$ cat config.mk
export PLATFORM = sky130hd
export DESIGN_NAME = mini_c_tokenizer_core
export DESIGN_NICKNAME = d
export VERILOG_FILES = /design/src/rtl/core/mct_pkg.sv /design/src/rtl/core/mct_scan.sv /design/src/rtl/core/mct_out.sv /design/src/rtl/core/mini_c_tokenizer_core.sv
export VERILOG_INCLUDE_DIRS = /design/src /design/src/rtl/core
export SDC_FILE = /design/constraint.sdc
export NUM_CORES = 1
export LEC_CHECK = 0
export BUFFER_PORTS_ARGS = -buffer_cell sky130_fd_sc_hd__buf_2
export CAP_MARGIN = 20
export CORE_MARGIN = 4
export CORE_UTILIZATION = 45
export CTS_CLUSTER_SIZE = 16
export DETAILED_ROUTE_END_ITERATION = 7
export PLACE_DENSITY = 0.66
export SYNTH_ARGS = -nofsm -noshare
export SYNTH_HDL_FRONTEND = slang
export SYNTH_SLANG_ARGS = --single-unit
$ cat constraint.sdc
create_clock -name i_clk -period 11.78 [get_ports i_clk]
set_input_delay 1.178 -clock i_clk [delete_from_list [all_inputs] [get_ports i_clk]]
set_output_delay 1.178 -clock i_clk [all_outputs]
set_load 0.05 [all_outputs]
$ cat src/rtl/core/mini_c_tokenizer_core_macros.svh
// Assertion macros used by the tokenizer RTL.
`ifndef MINI_C_TOKENIZER_CORE_MACROS_SVH
`define MINI_C_TOKENIZER_CORE_MACROS_SVH

// Same-cycle implication, disabled while reset is asserted.
`define MCT_ASSERT_IMP(lbl, clk, rst_n, ante, cons, msg) \
    lbl: assert property (@(posedge clk) disable iff (!(rst_n)) (ante) |-> (cons)) \
        else $error(msg);

// Next-cycle implication, disabled while reset is asserted.
`define MCT_ASSERT_NXT(lbl, clk, rst_n, ante, cons, msg) \
    lbl: assert property (@(posedge clk) disable iff (!(rst_n)) (ante) |=> (cons)) \
        else $error(msg);

`endif

$ cat src/rtl/core/mct_pkg.sv
// Package with types, token codes and decode functions of the tokenizer.
`timescale 1ns / 1ps

package mct_pkg;

    localparam int MAX_TEXT_LEN = 64;
    localparam int LINE_BITS    = 16;
    localparam int LEN_W        = $clog2(MAX_TEXT_LEN + 1);
    localparam int PREFIX_BYTES = 6;
    localparam int MAX_RESULTS  = 3;
    localparam int IN_DATA_W    = 8;
    localparam int OUT_DATA_W   = 64;

    localparam logic [30:0] NUM_MAX = 31'h7FFF_FFFF;

    typedef enum logic [1:0] {
        MODE_IDLE   = 2'd0,
        MODE_NAME   = 2'd1,
        MODE_NUMBER = 2'd2,
        MODE_OPER   = 2'd3
    } t_mode;

    localparam logic [3:0] OP_NONE = 4'd0;
    localparam logic [3:0] OP_GT   = 4'd1;
    localparam logic [3:0] OP_LT   = 4'd2;
    localparam logic [3:0] OP_EQ   = 4'd3;
    localparam logic [3:0] OP_NOT  = 4'd4;
    localparam logic [3:0] OP_AMP  = 4'd5;
    localparam logic [3:0] OP_BAR  = 4'd6;
    localparam logic [3:0] OP_ADD  = 4'd7;
    localparam logic [3:0] OP_SUB  = 4'd8;
    localparam logic [3:0] OP_MUL  = 4'd9;
    localparam logic [3:0] OP_DIV  = 4'd10;

    localparam logic [5:0] K_ID          = 6'd0;
    localparam logic [5:0] K_NUM         = 6'd1;
    localparam logic [5:0] K_INT         = 6'd3;
    localparam logic [5:0] K_FLOAT_TYPE  = 6'd4;
    localparam logic [5:0] K_VOID        = 6'd5;
    localparam logic [5:0] K_IF          = 6'd6;
    localparam logic [5:0] K_ELSE        = 6'd7;
    localparam logic [5:0] K_WHILE       = 6'd8;
    localparam logic [5:0] K_RETURN      = 6'd9;
    localparam logic [5:0] K_PLUS        = 6'd12;
    localparam logic [5:0] K_MINUS       = 6'd13;
    localparam logic [5:0] K_MUL         = 6'd14;
    localparam logic [5:0] K_DIV         = 6'd15;
    localparam logic [5:0] K_ASSIGN      = 6'd16;
    localparam logic [5:0] K_PLUS_ASSIGN = 6'd17;
    localparam logic [5:0] K_INC         = 6'd18;
    localparam logic [5:0] K_LT          = 6'd19;
    localparam logic [5:0] K_LE          = 6'd20;
    localparam logic [5:0] K_EQ          = 6'd21;
    localparam logic [5:0] K_GT          = 6'd22;
    localparam logic [5:0] K_GE          = 6'd23;
    localparam logic [5:0] K_NE          = 6'd24;
    localparam logic [5:0] K_AND         = 6'd25;
    localparam logic [5:0] K_OR          = 6'd26;
    localparam logic [5:0] K_NOT         = 6'd27;
    localparam logic [5:0] K_LPAREN      = 6'd28;
    localparam logic [5:0] K_RPAREN      = 6'd29;
    localparam logic [5:0] K_LBRACE      = 6'd32;
    localparam logic [5:0] K_RBRACE      = 6'd33;
    localparam logic [5:0] K_COMMA       = 6'd34;
    localparam logic [5:0] K_SEMICOLON   = 6'd35;
    localparam logic [5:0] K_EOF         = 6'd36;
    localparam logic [5:0] K_ERROR       = 6'd37;
    localparam logic [5:0] K_NONE        = 6'd63;

    typedef struct packed {
        logic [5:0]  kind;
        logic [30:0] value;
        logic [15:0] line;
        logic [6:0]  len;
        logic        last;
    } t_result;

    typedef struct packed {
        t_result [MAX_RESULTS-1:0] res;
        logic [1:0]                count;
    } t_bundle;

    function automatic logic is_space(logic [7:0] c);
        return c == 8'h20 || c == 8'h09 || c == 8'h0A || c == 8'h0B
            || c == 8'h0C || c == 8'h0D;
    endfunction

    function automatic logic is_alpha(logic [7:0] c);
        return (c >= "a" && c <= "z") || (c >= "A" && c <= "Z") || c == "_";
    endfunction

    function automatic logic is_digit(logic [7:0] c);
        return c >= "0" && c <= "9";
    endfunction

    function automatic logic [3:0] op_code(logic [7:0] c);
        logic [3:0] r;
        unique case (c)
            ">":     r = OP_GT;
            "<":     r = OP_LT;
            "=":     r = OP_EQ;
            "!":     r = OP_NOT;
            "&":     r = OP_AMP;
            "|":     r = OP_BAR;
            "+":     r = OP_ADD;
            "-":     r = OP_SUB;
            "*":     r = OP_MUL;
            "/":     r = OP_DIV;
            default: r = OP_NONE;
        endcase
        return r;
    endfunction

    function automatic logic [5:0] op_single(logic [3:0] p);
        logic [5:0] r;
        unique case (p)
            OP_GT:   r = K_GT;
            OP_LT:   r = K_LT;
            OP_EQ:   r = K_ASSIGN;
            OP_NOT:  r = K_NOT;
            OP_ADD:  r = K_PLUS;
            OP_SUB:  r = K_MINUS;
            OP_MUL:  r = K_MUL;
            OP_DIV:  r = K_DIV;
            default: r = K_ERROR;
        endcase
        return r;
    endfunction

    function automatic logic [5:0] pair_kind(logic [3:0] p, logic [7:0] c);
        logic [5:0] r;
        logic       eq;
        eq = (c == "=");
        unique case (p)
            OP_GT:   r = eq ? K_GE : K_NONE;
            OP_LT:   r = eq ? K_LE : K_NONE;
            OP_EQ:   r = eq ? K_EQ : K_NONE;
            OP_NOT:  r = eq ? K_NE : K_NONE;
            OP_AMP:  r = (c == "&") ? K_AND : K_NONE;
            OP_BAR:  r = (c == "|") ? K_OR : K_NONE;
            OP_ADD:  r = (c == "+") ? K_INC : (eq ? K_PLUS_ASSIGN : K_NONE);
            OP_SUB:  r = (c == "-") ? K_INC : (eq ? K_PLUS_ASSIGN : K_NONE);
            OP_MUL:  r = eq ? K_PLUS_ASSIGN : K_NONE;
            OP_DIV:  r = eq ? K_PLUS_ASSIGN : K_NONE;
            default: r = K_NONE;
        endcase
        return r;
    endfunction

    function automatic logic [5:0] delim_kind(logic [7:0] c);
        logic [5:0] r;
        unique case (c)
            "(":     r = K_LPAREN;
            ")":     r = K_RPAREN;
            "{":     r = K_LBRACE;
            "}":     r = K_RBRACE;
            ",":     r = K_COMMA;
            ";":     r = K_SEMICOLON;
            default: r = K_ERROR;
        endcase
        return r;
    endfunction

    // The prefix holds up to six bytes, the first byte highest.
    function automatic logic [5:0] name_kind(logic [47:0] p, logic [LEN_W-1:0] n);
        logic [5:0] r;
        r = K_ID;
        if (n == LEN_W'(3) && p == 48'h0000_0069_6E74) begin
            r = K_INT;
        end else if (n == LEN_W'(5) && p == 48'h0066_6C6F_6174) begin
            r = K_FLOAT_TYPE;
        end else if (n == LEN_W'(4) && p == 48'h0000_766F_6964) begin
            r = K_VOID;
        end else if (n == LEN_W'(2) && p == 48'h0000_0000_6966) begin
            r = K_IF;
        end else if (n == LEN_W'(4) && p == 48'h0000_656C_7365) begin
            r = K_ELSE;
        end else if (n == LEN_W'(5) && p == 48'h0077_6869_6C65) begin
            r = K_WHILE;
        end else if (n == LEN_W'(6) && p == 48'h7265_7475_726E) begin
            r = K_RETURN;
        end
        return r;
    endfunction

endpackage

$ cat src/rtl/core/mct_scan.sv
// Scanner state and per-byte token decision for the tokenizer.
`timescale 1ns / 1ps

module mct_scan (
    input  logic                                i_clk,
    input  logic                                i_rst_n,
    input  logic                                i_accept,
    input  logic [7:0]                          i_ch,
    input  logic                                i_end_of_text,
    output mct_pkg::t_bundle                    o_bundle
);

    mct_pkg::t_mode                     r_mode, n_mode;
    logic [3:0]                         r_pend, n_pend;
    logic [47:0]                        r_prefix, n_prefix;
    logic [mct_pkg::LEN_W-1:0]          r_len, n_len;
    logic [30:0]                        r_acc, n_acc;
    logic [mct_pkg::LINE_BITS-1:0]      r_cur_line, n_cur_line;
    logic [mct_pkg::LINE_BITS-1:0]      r_tok_line, n_tok_line;

    mct_pkg::t_result                   cand [4];
    logic [3:0]                         cand_v;
    logic [34:0]                        prod;
    logic [5:0]                         pk;
    logic [3:0]                         opc;

    function automatic mct_pkg::t_result close_result(
        mct_pkg::t_mode                 mode,
        logic [3:0]                     pend,
        logic [47:0]                    prefix,
        logic [mct_pkg::LEN_W-1:0]      len,
        logic [30:0]                    acc,
        logic [mct_pkg::LINE_BITS-1:0]  line
    );
        mct_pkg::t_result r;
        r       = '0;
        r.line  = 16'(line);
        r.len   = 7'(len);
        unique case (mode)
            mct_pkg::MODE_NAME: begin
                r.kind = mct_pkg::name_kind(prefix, len);
            end
            mct_pkg::MODE_NUMBER: begin
                r.kind  = mct_pkg::K_NUM;
                r.value = acc;
            end
            mct_pkg::MODE_OPER: begin
                r.kind = mct_pkg::op_single(pend);
                r.len  = 7'd1;
            end
            default: begin
                r.kind = mct_pkg::K_ERROR;
            end
        endcase
        return r;
    endfunction

    assign pk   = mct_pkg::pair_kind(r_pend, i_ch);
    assign opc  = mct_pkg::op_code(i_ch);
    assign prod = ({4'b0, r_acc} << 3) + ({4'b0, r_acc} << 1) + 35'(i_ch - 8'h30);

    always_comb begin
        n_mode     = r_mode;
        n_pend     = r_pend;
        n_prefix   = r_prefix;
        n_len      = r_len;
        n_acc      = r_acc;
        n_cur_line = r_cur_line;
        n_tok_line = r_tok_line;
        cand_v     = '0;
        for (int j = 0; j < 4; j++) begin
            cand[j] = '0;
        end

        if (r_mode == mct_pkg::MODE_NAME
                && (mct_pkg::is_alpha(i_ch) || mct_pkg::is_digit(i_ch))) begin
            if (r_len < mct_pkg::LEN_W'(mct_pkg::PREFIX_BYTES)) begin
                n_prefix = {r_prefix[39:0], i_ch};
            end
            if (r_len < mct_pkg::LEN_W'(mct_pkg::MAX_TEXT_LEN)) begin
                n_len = r_len + 1'b1;
            end
        end else if (r_mode == mct_pkg::MODE_NUMBER && mct_pkg::is_digit(i_ch)) begin
            n_acc = (prod > {4'b0, mct_pkg::NUM_MAX}) ? mct_pkg::NUM_MAX : prod[30:0];
            if (r_len < mct_pkg::LEN_W'(mct_pkg::MAX_TEXT_LEN)) begin
                n_len = r_len + 1'b1;
            end
        end else if (r_mode == mct_pkg::MODE_OPER && pk != mct_pkg::K_NONE) begin
            cand_v[0]    = 1'b1;
            cand[0].kind = pk;
            cand[0].line = 16'(r_tok_line);
            cand[0].len  = 7'd2;
            n_mode       = mct_pkg::MODE_IDLE;
            n_pend       = mct_pkg::OP_NONE;
        end else begin
            if (r_mode != mct_pkg::MODE_IDLE) begin
                cand_v[0] = 1'b1;
                cand[0]   = close_result(r_mode, r_pend, r_prefix, r_len, r_acc, r_tok_line);
            end
            n_mode   = mct_pkg::MODE_IDLE;
            n_pend   = mct_pkg::OP_NONE;
            n_prefix = '0;
            n_len    = '0;
            n_acc    = '0;
            if (mct_pkg::is_space(i_ch)) begin
                if (i_ch == 8'h0A && r_cur_line != '1) begin
                    n_cur_line = r_cur_line + 1'b1;
                end
            end else begin
                n_tok_line = r_cur_line;
                if (mct_pkg::is_alpha(i_ch)) begin
                    n_mode   = mct_pkg::MODE_NAME;
                    n_prefix = {40'b0, i_ch};
                    n_len    = mct_pkg::LEN_W'(1);
                end else if (mct_pkg::is_digit(i_ch)) begin
                    n_mode = mct_pkg::MODE_NUMBER;
                    n_acc  = 31'(i_ch - 8'h30);
                    n_len  = mct_pkg::LEN_W'(1);
                end else if (opc != mct_pkg::OP_NONE) begin
                    n_mode = mct_pkg::MODE_OPER;
                    n_pend = opc;
                end else begin
                    cand_v[1]    = 1'b1;
                    cand[1].kind = mct_pkg::delim_kind(i_ch);
                    cand[1].line = 16'(r_cur_line);
                    cand[1].len  = 7'd1;
                end
            end
        end

        if (i_end_of_text) begin
            if (n_mode != mct_pkg::MODE_IDLE) begin
                cand_v[2] = 1'b1;
                cand[2]   = close_result(n_mode, n_pend, n_prefix, n_len, n_acc, n_tok_line);
            end
            cand_v[3]    = 1'b1;
            cand[3].kind = mct_pkg::K_EOF;
            cand[3].line = 16'(n_cur_line);
            cand[3].len  = 7'd3;
            n_mode       = mct_pkg::MODE_IDLE;
            n_pend       = mct_pkg::OP_NONE;
            n_prefix     = '0;
            n_len        = '0;
            n_acc        = '0;
            n_cur_line   = mct_pkg::LINE_BITS'(1);
            n_tok_line   = mct_pkg::LINE_BITS'(1);
        end
    end

    always_comb begin
        o_bundle = '0;
        for (int j = 0; j < 4; j++) begin
            if (cand_v[j] && o_bundle.count != 2'd3) begin
                o_bundle.res[o_bundle.count] = cand[j];
                o_bundle.count               = o_bundle.count + 2'd1;
            end
        end
        if (o_bundle.count != 2'd0) begin
            o_bundle.res[o_bundle.count - 2'd1].last = 1'b1;
        end
    end

    always_ff @(posedge i_clk) begin
        if (!i_rst_n) begin
            r_mode     <= mct_pkg::MODE_IDLE;
            r_pend     <= mct_pkg::OP_NONE;
            r_prefix   <= '0;
            r_len      <= '0;
            r_acc      <= '0;
            r_cur_line <= mct_pkg::LINE_BITS'(1);
            r_tok_line <= mct_pkg::LINE_BITS'(1);
        end else if (i_accept) begin
            r_mode     <= n_mode;
            r_pend     <= n_pend;
            r_prefix   <= n_prefix;
            r_len      <= n_len;
            r_acc      <= n_acc;
            r_cur_line <= n_cur_line;
            r_tok_line <= n_tok_line;
        end
    end

endmodule

$ cat src/rtl/core/mct_out.sv
// Result register that holds the tokens of one byte and hands them out one per cycle while i_ready is high.
`timescale 1ns / 1ps
`include "mini_c_tokenizer_core_macros.svh"

module mct_out (
    input  logic              i_clk,
    input  logic              i_rst_n,
    input  logic              i_load,
    input  mct_pkg::t_bundle  i_bundle,
    input  logic              i_ready,
    output logic              o_valid,
    output mct_pkg::t_result  o_result,
    output logic              o_in_ready
);

    mct_pkg::t_result [mct_pkg::MAX_RESULTS-1:0] r_res;
    logic [1:0]                                  r_cnt;
    logic                                        take;

    assign o_valid    = (r_cnt != 2'd0);
    assign o_result   = r_res[0];
    assign take       = o_valid && i_ready;
    assign o_in_ready = (r_cnt == 2'd0) || (r_cnt == 2'd1 && i_ready);

    always_ff @(posedge i_clk) begin
        if (!i_rst_n) begin
            r_cnt <= 2'd0;
        end else if (i_load) begin
            r_cnt <= i_bundle.count;
        end else if (take) begin
            r_cnt <= r_cnt - 2'd1;
        end
    end

    always_ff @(posedge i_clk) begin
        if (i_load) begin
            r_res <= i_bundle.res;
        end else if (take) begin
            r_res <= {r_res[2], r_res[2:1]};
        end
    end

    `MCT_ASSERT_IMP(a_load_room, i_clk, i_rst_n, i_load, r_cnt == 2'd0 || (r_cnt == 2'd1 && i_ready), "Transaction loaded over pending tokens.")
    `MCT_ASSERT_NXT(a_load_shows, i_clk, i_rst_n, i_load && i_bundle.count != 2'd0, o_valid && r_cnt == $past(i_bundle.count), "Loaded tokens not presented.")
    `MCT_ASSERT_IMP(a_last_flag, i_clk, i_rst_n, o_valid, o_result.last == (r_cnt == 2'd1), "Last flag does not match the final token of a byte.")
    `MCT_ASSERT_IMP(a_kind_range, i_clk, i_rst_n, o_valid, o_result.kind <= mct_pkg::K_ERROR, "Token kind out of range.")

endmodule

$ cat src/rtl/core/mini_c_tokenizer_core.sv
// Top level of the C subset tokenizer: byte stream in, token stream out.
// Output: the first token caused by a byte appears in the cycle after its transaction.
// Throughput: one byte per cycle while each byte yields at most one token and
// m_axis_tready is high; a byte that yields N tokens (N up to 3) holds the input
// while the result register drains them one per cycle, if m_axis_tready is high.
// Reset: synchronous, active low; line count returns to 1 and pending tokens are dropped.
`timescale 1ns / 1ps

module mini_c_tokenizer_core (
    input  logic                               i_clk,
    input  logic                               i_rst_n,
    input  logic                               s_axis_tvalid,
    output logic                               s_axis_tready,
    input  logic [mct_pkg::IN_DATA_W-1:0]      s_axis_tdata,   // [7:0] ch
    input  logic                               s_axis_tlast,
    output logic                               m_axis_tvalid,
    input  logic                               m_axis_tready,
    // [5:0] token_kind, [36:6] number_value, [52:37] start_line,
    // [59:53] lexeme_length, [63:60] zero
    output logic [mct_pkg::OUT_DATA_W-1:0]     m_axis_tdata,
    output logic                               m_axis_tlast
);

    logic              accept;
    mct_pkg::t_bundle  bundle;
    mct_pkg::t_result  result;

    assign accept = s_axis_tvalid && s_axis_tready;

    mct_scan u_scan (
        .i_clk         (i_clk),
        .i_rst_n       (i_rst_n),
        .i_accept      (accept),
        .i_ch          (s_axis_tdata),
        .i_end_of_text (s_axis_tlast),
        .o_bundle      (bundle)
    );

    mct_out u_out (
        .i_clk      (i_clk),
        .i_rst_n    (i_rst_n),
        .i_load     (accept),
        .i_bundle   (bundle),
        .i_ready    (m_axis_tready),
        .o_valid    (m_axis_tvalid),
        .o_result   (result),
        .o_in_ready (s_axis_tready)
    );

    assign m_axis_tdata = {4'b0, result.len, result.line, result.value, result.kind};
    assign m_axis_tlast = result.last;

endmodule
# Yosys cells after proc, flatten, opt, wreduce, memory -nomap -nowiden
# Memories as Yosys holds them, arrays and structs flattened. A register that Yosys moved wholly into a read port is not among the register bits.
# Index checks and enable logic that the tools add are counted.
dict set report word_totals {
  romBits 192
  inputBits 13
  elab_cells 307
  n_memories 2
  output_inout_bits 67
  reg_bits 309
}
dict set report op_classes {
  reduce_logical 48
  magnitude_cmp 17
  addsub 11
  mux 137
  n_eq_ne 69
}
# name words width read_ports rd_clocked_by_memory_dff wr line_no
set memory_table {}
lappend memory_table {{(no name shown)} 16 6 1 1 0 mct_pkg.sv:116} ;# unique case (p)
lappend memory_table {{(no name shown)} 16 6 1 0 0 mct_pkg.sv:116}
# operator count
set ops {}
lappend ops {{183-bit bitwise mux} 4}
lappend ops {{185-bit two-way mux} 3}
lappend ops {{61-bit demux with 2-bit select} 4}
lappend ops {{183-bit two-way mux} 2}
lappend ops {{31-bit two-way mux} 11}
lappend ops {{61-bit two-way mux} 5}
lappend ops {{48-bit two-way mux} 6}
lappend ops {{23-bit two-way mux} 9}
lappend ops {{67-bit two-way mux} 3}
lappend ops {{48-bit by 31-bit equality test with 1-bit output (second input constant)} 4}
lappend ops {{48-bit by 39-bit equality test with 1-bit output (second input constant)} 4}
lappend ops {{16-bit two-way mux} 11}
lappend ops {{6-bit two-way mux} 26}
lappend ops {{122-bit two-way mux} 1}
lappend ops {{8-bit by 6-bit equality test with 1-bit output (second input constant)} 14}
lappend ops {{48-bit by 15-bit equality test with 1-bit output (second input constant)} 2}
lappend ops {{48-bit by 23-bit equality test with 1-bit output (second input constant)} 2}
lappend ops {{48-bit by 47-bit equality test with 1-bit output (second input constant)} 2}
lappend ops {{7-bit two-way mux} 10}
lappend ops {{63-bit two-way mux} 1}
lappend ops {{6-bit one-hot mux with 9 select lines} 1}
lappend ops {{4-bit two-way mux} 12}
lappend ops {{7-bit by 3-bit equality test with 1-bit output (second input constant)} 6}
lappend ops {{8-bit by 4-bit equality test with 1-bit output (second input constant)} 5}
lappend ops {{other kinds (39)} 134}

# Depth between registers and ports, before layout
# Gate-level depths: netlist of the first run.
dict set report logic_depth {
  depth_word 41
  depth_mapped 26
  mapped_depth_nobuf 21
}

# Hierarchy
# Synthesis of the first run repeated with hierarchy kept, for this count alone.
dict set report unflattened {
  cells_unflattened 2496
  hier_area_um2 22471.6
}
# mod cells_per_inst instances seq_area_each_um2 area_each_um2
set by_module_without_submodules {}
lappend by_module_without_submodules {mct_scan 2023 1 2602.5 14119.8}
lappend by_module_without_submodules {mct_out 467 1 5535.3 8311.7}
lappend by_module_without_submodules {mini_c_tokenizer_core 6 1 0.0 40.0}

# Worst setup path after synthesis of the first run
# OpenSTA, ideal clock, no wires.
dict set report synth_timing {
  path_type {in2reg}
  start {in s_axis_tdata[4] in the netlist's numbering}
  end {reg u_out.r_res[113] in the netlist's numbering, data pin}
  path_slack_ns 3.845
  required_time_ns 11.511
  path_buffers 1
  arrival_time_ns 7.666
  stages 17
  setup_time_ns 0.269
  path_cell_list {ha_1 > buf_2 > nor3_1 > fa_1 > ha_1 > a21o_1 > a221oi_1 > o21ai_0 > o22a_1 > a41o_1 > a221oi_1 > o31ai_2 > mux2_2 > nand4_1 > or4_1 > inv_1 > o211ai_1}
}
dict set report synth_via {
  elab_chain_cells 25
  word_cells_on_any_way 120
  classes_between {7 x add/sub; 13 x order compare; 22 x eq/ne; 55 x mux; 23 x reduce/logical}
}
# element line_no
set synth_rtl {}
lappend synth_rtl {{start: declaration} mini_c_tokenizer_core.sv:14} ;# input logic [mct_pkg::IN_DATA_W-1:0] s_axis_tdata,
lappend synth_rtl {{branches (longest 15 deep; another with 35-bit adder)} n/a}
lappend synth_rtl {{185-bit two-way mux *} mct_scan.sv:153} ;# if (cand_v[j] && o_bundle.count != 2'd3) begin
lappend synth_rtl {{2-bit by 3-bit less-than comparator with 1-bit output (implied by the code) or 2-bit by 1-bit greater-or-equal comparator with 1-bit output (tied branches)} mct_scan.sv:154} ;# o_bundle.res[o_bundle.count] = cand[j];
lappend synth_rtl {{1-bit logical AND (implied by the code)} mct_scan.sv:154}
lappend synth_rtl {{61-bit two-way mux (implied by the code)} mct_scan.sv:154}
lappend synth_rtl {{61-bit demux with 2-bit select} n/a}
lappend synth_rtl {{183-bit bitwise mux} mct_scan.sv:154}
lappend synth_rtl {{185-bit two-way mux *} mct_scan.sv:153}
lappend synth_rtl {{183-bit bitwise mux} mct_scan.sv:159} ;# o_bundle.res[o_bundle.count - 2'd1].last = 1'b1;
lappend synth_rtl {{183-bit two-way mux *} mct_scan.sv:158} ;# if (o_bundle.count != 2'd0) begin
lappend synth_rtl {{183-bit two-way mux *} mct_out.sv:36} ;# if (i_load) begin
lappend synth_rtl {{end signal: assignment} mct_out.sv:37} ;# r_res <= i_bundle.res;
lappend synth_rtl {{end signal: assignment} mct_out.sv:39} ;# r_res <= {r_res[2], r_res[2:1]};
lappend synth_rtl {{end: declaration} mct_out.sv:16} ;# mct_pkg::t_result [mct_pkg::MAX_RESULTS-1:0] r_res;
# Every way passes the cells marked *. The select of a mux whose other input is x is not followed.
# A chain may end at the register's enable or synchronous reset.

# Worst setup path after layout of the first run
dict set report layout_timing {
  start {in s_axis_tdata[4] in the netlist's numbering}
  end {reg u_out.r_res[109] in the netlist's numbering, data pin}
}
# The elaborated chain is that of the path after synthesis.

==> results of run 1 <==
[power groups by stage]
stage / logic (mW) / registers [mW] / clock network [mW]
floorplan: 0.648 / 1.42 / 0
global placement: 0.765 / 1.43 / 0
detailed placement: 0.777 / 1.44 / 0
CTS: 0.779 / 1.42 / 1.22
global route: 0.841 / 1.43 / 1.26
finish: 0.778 / 1.41 / 1.20
[cells by family (layout without fill, tap and decap cells)]
| group | after synthesis | after routing | share of synthesized area, % |
|---|---|---|---|
| AO/OA/AOI/OAI | 745 | 745 | 24.24 |
| AND/OR/NAND/NOR | 786 | 786 | 18.76 |
| multiplexers | 29 | 29 | 1.463 |
| flip-flops | 315 | 315 | 39.99 |
| XOR/XNOR | 38 | 38 | 1.635 |
| buffers and inverters | 301 | 233 | 7.132 |
| adder cells (fa/ha/maj) | 92 | 92 | 6.763 |
| other | 1 | 4 | 0.01843 |
[critical path: stages]
cell and delay, ps:
buf_2 190, ha_1 360, o211ai_1 220, nand4b_1 510
nand2_1 290, o21ai_2 260, o21ai_1 490, inv_1 290
ha_1 320, nand2_1 160, o2111ai_4 420, o21a_1 310
ha_1 210, nor2b_1 420, nand2_1 730, nand3_1 720
nor2_1 110, nand2_1 460, o211ai_1 190
[layout make-up]
class,instances,area (um^2),area share [%]
Multi-Input combinational cell,1694,10820,49.71
Clock inverter,21,185.2,0.8505
Timing Repair Buffer,96,533.0,2.448
Clock buffer,49,1097,5.040
Inverter,67,255.2,1.172
Tap cell,592,740.7,3.402
Sequential cell,315,8138,37.37
[placed cells by master (no fill, tap or decap), drive strengths merged, types with 17 or more instances in the layout]
| cell | n |
|---|---|
| nor2 | 299 |
| o21ai | 231 |
| edfxtp | 183 |
| nand2 | 178 |
| a21oi | 145 |
| dfxtp | 132 |
| buf | 96 |
| a22oi | 93 |
| inv | 67 |
| ha | 62 |
| nand3 | 61 |
| clkbuf | 49 |
| o211ai | 39 |
| nor3 | 35 |
| a221oi | 34 |
| a21o | 32 |
| fa | 30 |
| nor4 | 29 |
| o22ai | 27 |
| nor2b | 26 |
| nand4 | 26 |
| and2 | 25 |
| and3 | 25 |
| mux2i | 23 |
| xnor2 | 21 |
| xor2 | 17 |
[layer usage]
layer	track usage, %	part of all wire (%)	up-vias
met5	0	0	-
met4	8.696	3.3	0
met3	4.463	8.4	153
met2	38.74	46	832
met1	33.97	43	8584
li1	-	-	8300
[state kept, by name, indices dropped and copies added, names as in the netlist, named ones only]
signal	count
u_out.o_result	61
u_out.r_cnt	2
u_out.r_res	122
u_scan.r_acc	31
u_scan.r_cur_line	16
u_scan.r_len	7
u_scan.r_mode	2
u_scan.r_pend	4
u_scan.r_prefix	48
u_scan.r_tok_line	16
[through the flow]
stage / cells / util, %
final: 2834 / 48.92
after global routing: 2834 / 48.92
after CTS: 2834 / 48.92
after detailed placement: 2764 / 46.04
after global placement: 2764 / 46.04
after floorplan: 2310 / -
[worst max-delay path by stage]
stage	start	endpoint	slack, ps	cells after the start
floorplan	s_axis_tdata[4]	u_out.r_res[113]$_DFFE_PP_	3850	17
global placement	s_axis_tdata[4]	u_out.r_res[110]$_DFFE_PP_	4140	21
detailed placement	s_axis_tdata[4]	u_out.r_res[101]$_DFFE_PP_	3770	19
CTS	s_axis_tdata[4]	u_out.r_res[110]$_DFFE_PP_	4350	19
global route	s_axis_tdata[4]	u_out.r_res[109]$_DFFE_PP_	3670	21
finish	s_axis_tdata[4]	u_out.r_res[109]$_DFFE_PP_	4180	19
==> run summary, run 1 <==
DP HPWL: 41.83 mm
nets: 2317
area grow syn2layout: 6.991%
first-pass GRT wire length: 95.66 mm
cell accounting for the most synthesized area: edfxtp_1
TritonCTS clock tree: yes
reg2reg path depth: 16
Worst Slack Setup Final: 4180 ps
clk buf depth: 3
FILL cells: 4214
FMAX: 0.1316 GHz
Net Sw Frac: 33.22%
MaxCap Viol Count: 0
register area share after synthesis: 39.99%
share of cells above drive strength 1: 9.367%
Clock Tree Root: clkbuf_16
gp weighted congestion: 0.9789
drt drc: 0
Fin Hold WS: 515.4 ps
total grt overflow: 0
final hold viol count: 0
Worst EP arrival: 7850 ps
RSZ-0062 raised after global routing: no
Setup Skew: 25.60 ps
Yosys cell types: 99
Final ANT Viol Nets: 0
Hold Startpoint: u_scan.r_tok_line[7]$_SDFFE_PN0P_
router iterations before antenna repair: 8
CTS Sinks: 315
DR WL/cell: 21.43 um
PostCTS Resize Cnt: 0
post-route design area: 21770 um^2
static leakage: 8.086 nW
post-synthesis instance total: 2307
Synth Cell Area: 20350 um^2
Async SR Flop Fraction: 0%
setup TNS: 0 ps
initial antenna violation count: 0
Post-Syn Area per Cell: 8.821 um^2
crit path time final: 7600 ps
Crit Reg-Reg Endpoint: u_out.r_res[109]$_DFFE_PP_
Yosys top cell area share: 27.00%
PD cells: 155.8 nW/um^2
Ant. Diodes: 0
post-CTS setup buffers: 0
Clock Latency Late Sink: 560 ps
CP Launch Type: input port
FF-to-FF setup slack: 4950 ps
crit path max fanout: 29
vias in the first global route: 17049
crit end category: register
crit path kind: in -> reg
All-Layer GR Usage: 24.53%
status: completed
Final Max Tran Viols: 0
Die Ht: 220.7 um
Int Pwr: 2.266 mW
Site Rows: 77
Yosys Warn Count: 0
starting density of the core: 45.72%
pin count of the biggest net entering global routing: 127
Hold Path Cell Cnt: 2
#FFs+latches synth: 315
vias per cell: 6.305
Post-Place Worst Slack: 3769 ps
RR Startpoint: u_scan.r_mode[1]$_SDFFE_PN0P_
Clk pwr share: 35.4%
Switch Pwr: 1.127 mW
Post-synth EDFFs: 183
Max transition margin: 26.79%
total CTS buffers: 38
maximum VDD drop: 0.1577 mV
Least-Margin Pin Slew: 1077 ps
setup violators final: 0
Die W: 220.7 um
drt initial violations: 2175
Hold Buf Count CTS: 0
HP Class: reg -> reg
via count of the routed design: 17869
Post-synth top cells: nor2_1, o21ai_0, edfxtp_1
Port Buffers: 75
core area: 44510 um^2
post-route clock period utilization: 64.52%
num ports: 80
Hold EP: u_scan.r_tok_line[7]$_SDFFE_PN0P_
Reg power frac: 41.7%
prevailing post-synth register cell: edfxtp_1
die area: 48690 um^2
total power: 3.393 mW
largest cells by area after synthesis: edfxtp_1, dfxtp_1, nor2_1
H-tree depth: 2
Logic pwr share: 22.9%
most frequent cell after synthesis: nor2_1
required time worst endpoint: 12030 ps
Clk pin slew, worst setup/hold paths: 60 ps
Placement Cell Area: 20490 um^2
Total Wirelength: 60.75 mm
Power figures use the tool's default switching activity.
==> inputs of run 2 (changes only) <==
Clock period 11.78 ns to 7.8 ns, I/O delays scaled along.
==> run 2 against run 1 <==
Net effect:
- clock skew shrank 11 ps
- via count shrank 0.19%
- die area unchanged
- final area is 0.36% lower
- sequential share of layout area rose by 0.14 points
- worst hold slack better by 2.4 ps
- flip-flop and latch count unchanged
- global-route usage rose by 0.44 points
- count of clock-buffer cells in the layout up 1
- combinational power grew 53%
- core utilization decreased by 0.18 points
- setup slack got worse by 3000 ps
==> run summary, run 2 (synthesized netlist as in run 1, its figures left out) <==
post-route clock period utilization: 84.75%
Top Registers: u_out.r_res x122, u_out.o_result x61, u_scan.r_prefix x48
Final ANT Viol Nets: 0 (unchanged)
nets: 2324 (+0.30%)
Hold Buf Count CTS: 0 (unchanged)
H-tree depth: 2 (unchanged)
FMAX: 0.1513 GHz
final hold viol count: 0 (unchanged)
most used cell, CP: ha_1
PD cells: 228.6 nW/um^2 (+47%)
Int Pwr: 3.266 mW (+44%)
CTS Sinks: 315 (unchanged)
HP Class: reg -> reg
max incr delay on CP: 690 ps (-40 ps)
worst path cell trace: buf_2 > ha_1 > o211ai_1 > nand2_2 > o21ai_1 > o21ai_2 > o21ai_1 > ha_1 > nor2b_1 > o211ai_1 > buf_4 > o21ai_0 > inv_1 > ha_1 > nor2b_1 > nand2_1 > nand3_1 > nor2_1 > nand2_1 > o21ai_0
Clk pwr share: 33.1% (-2.3 points)
Core Util, Final: 48.74% (-0.18 points)
All-Layer GR Usage: 24.97% (+0.44 points)
setup TNS: 0 ps (unchanged)
crit path kind: in -> reg
pin count of the biggest net entering global routing: 145 (+14%)
router iterations before antenna repair: 5 (-3)
total power: 4.960 mW (+46%)
Total Wirelength: 61.29 mm (+0.89%)
Post-Place Worst Slack: 825.2 ps (-2944 ps)
post-CTS setup buffers: 0 (unchanged)
Setup Skew: 14.17 ps (-11.43 ps)
setup violators final: 0 (unchanged)
Max transition margin: 26.33% (-0.45 points)
max reg flops: 122 (unchanged)
Net Sw Frac: 34.17% (+0.95 points)
Final Max Tran Viols: 0 (unchanged)
Clk pin slew, worst setup/hold paths: 60 ps (about the same)
most common cell after layout, fill and taps aside: nor2_1
gp weighted congestion: 0.9501 (-2.9%)
crit end category: register
drt initial violations: 1870 (-14%)
die area: 48690 um^2 (unchanged)
DR WL/cell: 21.59 um (+0.72%)
clk buf depth: 3 (unchanged)
static leakage: 8.054 nW (-0.39%)
first-pass GRT wire length: 97.49 mm (+1.9%)
Port Buffers: 75 (unchanged)
total CTS buffers: 36 (-5.3%)
area grow syn2layout: 6.603%
initial antenna violation count: 1 (+1)
maximum VDD drop: 0.4536 mV (+190%)
crit path time final: 6611 ps
Switch Pwr: 1.695 mW (+50%)
required time worst endpoint: 8070 ps (-3960 ps)
Crit-path slowest cell: o21ai_2
vias per cell: 6.282 (-0.37%)
Die Ht: 220.7 um (unchanged)
num ports: 80 (unchanged)
Least-Margin Pin Slew: 1090 ps (+12.78 ps)
Logic pwr share: 23.9% (+1.0 points)
RSZ-0062 raised after global routing: no
Ant. Diodes: 0 (unchanged)
TritonCTS clock tree: yes
Most flops, register: u_out.r_res
core area: 44510 um^2 (unchanged)
Reg power frac: 43.0% (+1.3 points)
starting density of the core: 45.72% (unchanged)
Die W: 220.7 um (unchanged)
MaxCap Viol Count: 0 (unchanged)
vias in the first global route: 17034 (-0.088%)
DP HPWL: 41.98 mm (+0.35%)
CP Launch Type: input port
Worst EP arrival: 6880 ps (-970 ps)
via count of the routed design: 17835 (-0.19%)
Clock Latency Late Sink: 550 ps (about the same)
PostCTS Resize Cnt: 0 (unchanged)
share of cells above drive strength 1: 9.390% (+0.024 points)
status: completed
drt drc: 0 (unchanged)
Site Rows: 77 (unchanged)
Worst Slack Setup Final: 1189 ps (-2991 ps)
Clock Tree Root: clkbuf_16
total grt overflow: 0 (unchanged)
most frequent cells in the layout: nor2_1, o21ai_0, edfxtp_1
crit path max fanout: 16 (-45%)
==> run 2: cell count changes in the layout (fill, tap and decap cells not counted), moves of 2 or more <==
cell / change
buf_4: +8
clkbuf_16: -6
clkbuf_1: +5
bufinv_16: -2
clkbuf_8: +2
clkinv_1: -2
clkinv_2: -2
clkinv_4: -2
==> run 2: final timing paths <==
kind,start,endpoint,slack [ps],depth (start not counted)
worst max-delay path,s_axis_tdata[4],u_out.r_res[158]$_DFFE_PP_,1190,20
worst max register to register,u_scan.r_mode[1]$_SDFFE_PN0P_,u_out.r_res[158]$_DFFE_PP_,1920,19
worst min-delay path,u_scan.r_tok_line[5]$_SDFFE_PN0P_,u_scan.r_tok_line[5]$_SDFFE_PN0P_,520,2
worst min register to register,u_scan.r_tok_line[5]$_SDFFE_PN0P_,u_scan.r_tok_line[5]$_SDFFE_PN0P_,520,2
==> run 2: stage by stage <==
step,area [um^2],hold slack (ps),instances
6_report,21690,517.9,2839
5_1_grt,21690,548.4,2839
4_1_cts,21690,518.0,2838
3_5_place_dp,20560,504.8,2772
3_3_place_gp,20560,485.7,2772
2_1_floorplan,20360,476.0,2310
==> run 2: power groups by stage <==
| stage | Combinational, mW | Clock (mW) | Sequential (mW) |
|---|---|---|---|
| 6_report | 1.19 | 1.64 | 2.13 |
| 5_1_grt | 1.28 | 1.74 | 2.16 |
| 4_1_cts | 1.19 | 1.67 | 2.14 |
| 3_5_place_dp | 1.18 | 0 | 2.17 |
| 3_3_place_gp | 1.17 | 0 | 2.16 |
| 2_1_floorplan | 0.978 | 0 | 2.15 |
==> run 2: worst max-delay path: cells and delay by family <==
kind	cells	cell delay, ps
buffers and inverters	3	630
AO/OA/AOI/OAI	7	2040
AND/OR/NAND/NOR	7	2260
adder cells (fa/ha/maj)	3	1130
==> run 2: per-layer routing <==
metal  up-vias  GRT usage, %  routed length, um
li1       8311             -                  -
met1      8632         35.87              27330
met2       762         38.56              27690
met3       128         3.886               4541
met4         2         8.571               1722
met5         -             0                 13
==> run 2: cell type report <==
cell class              instances  area [um^2]
fillers                      4243        22820
multi-input cells            1694        10820
clock buffers                  50        993.5
inverters                      67        255.2
repair buffers                105        613.1
flip-flops and latches        315         8138
clock inverters                16        132.6
well taps                     592        740.7
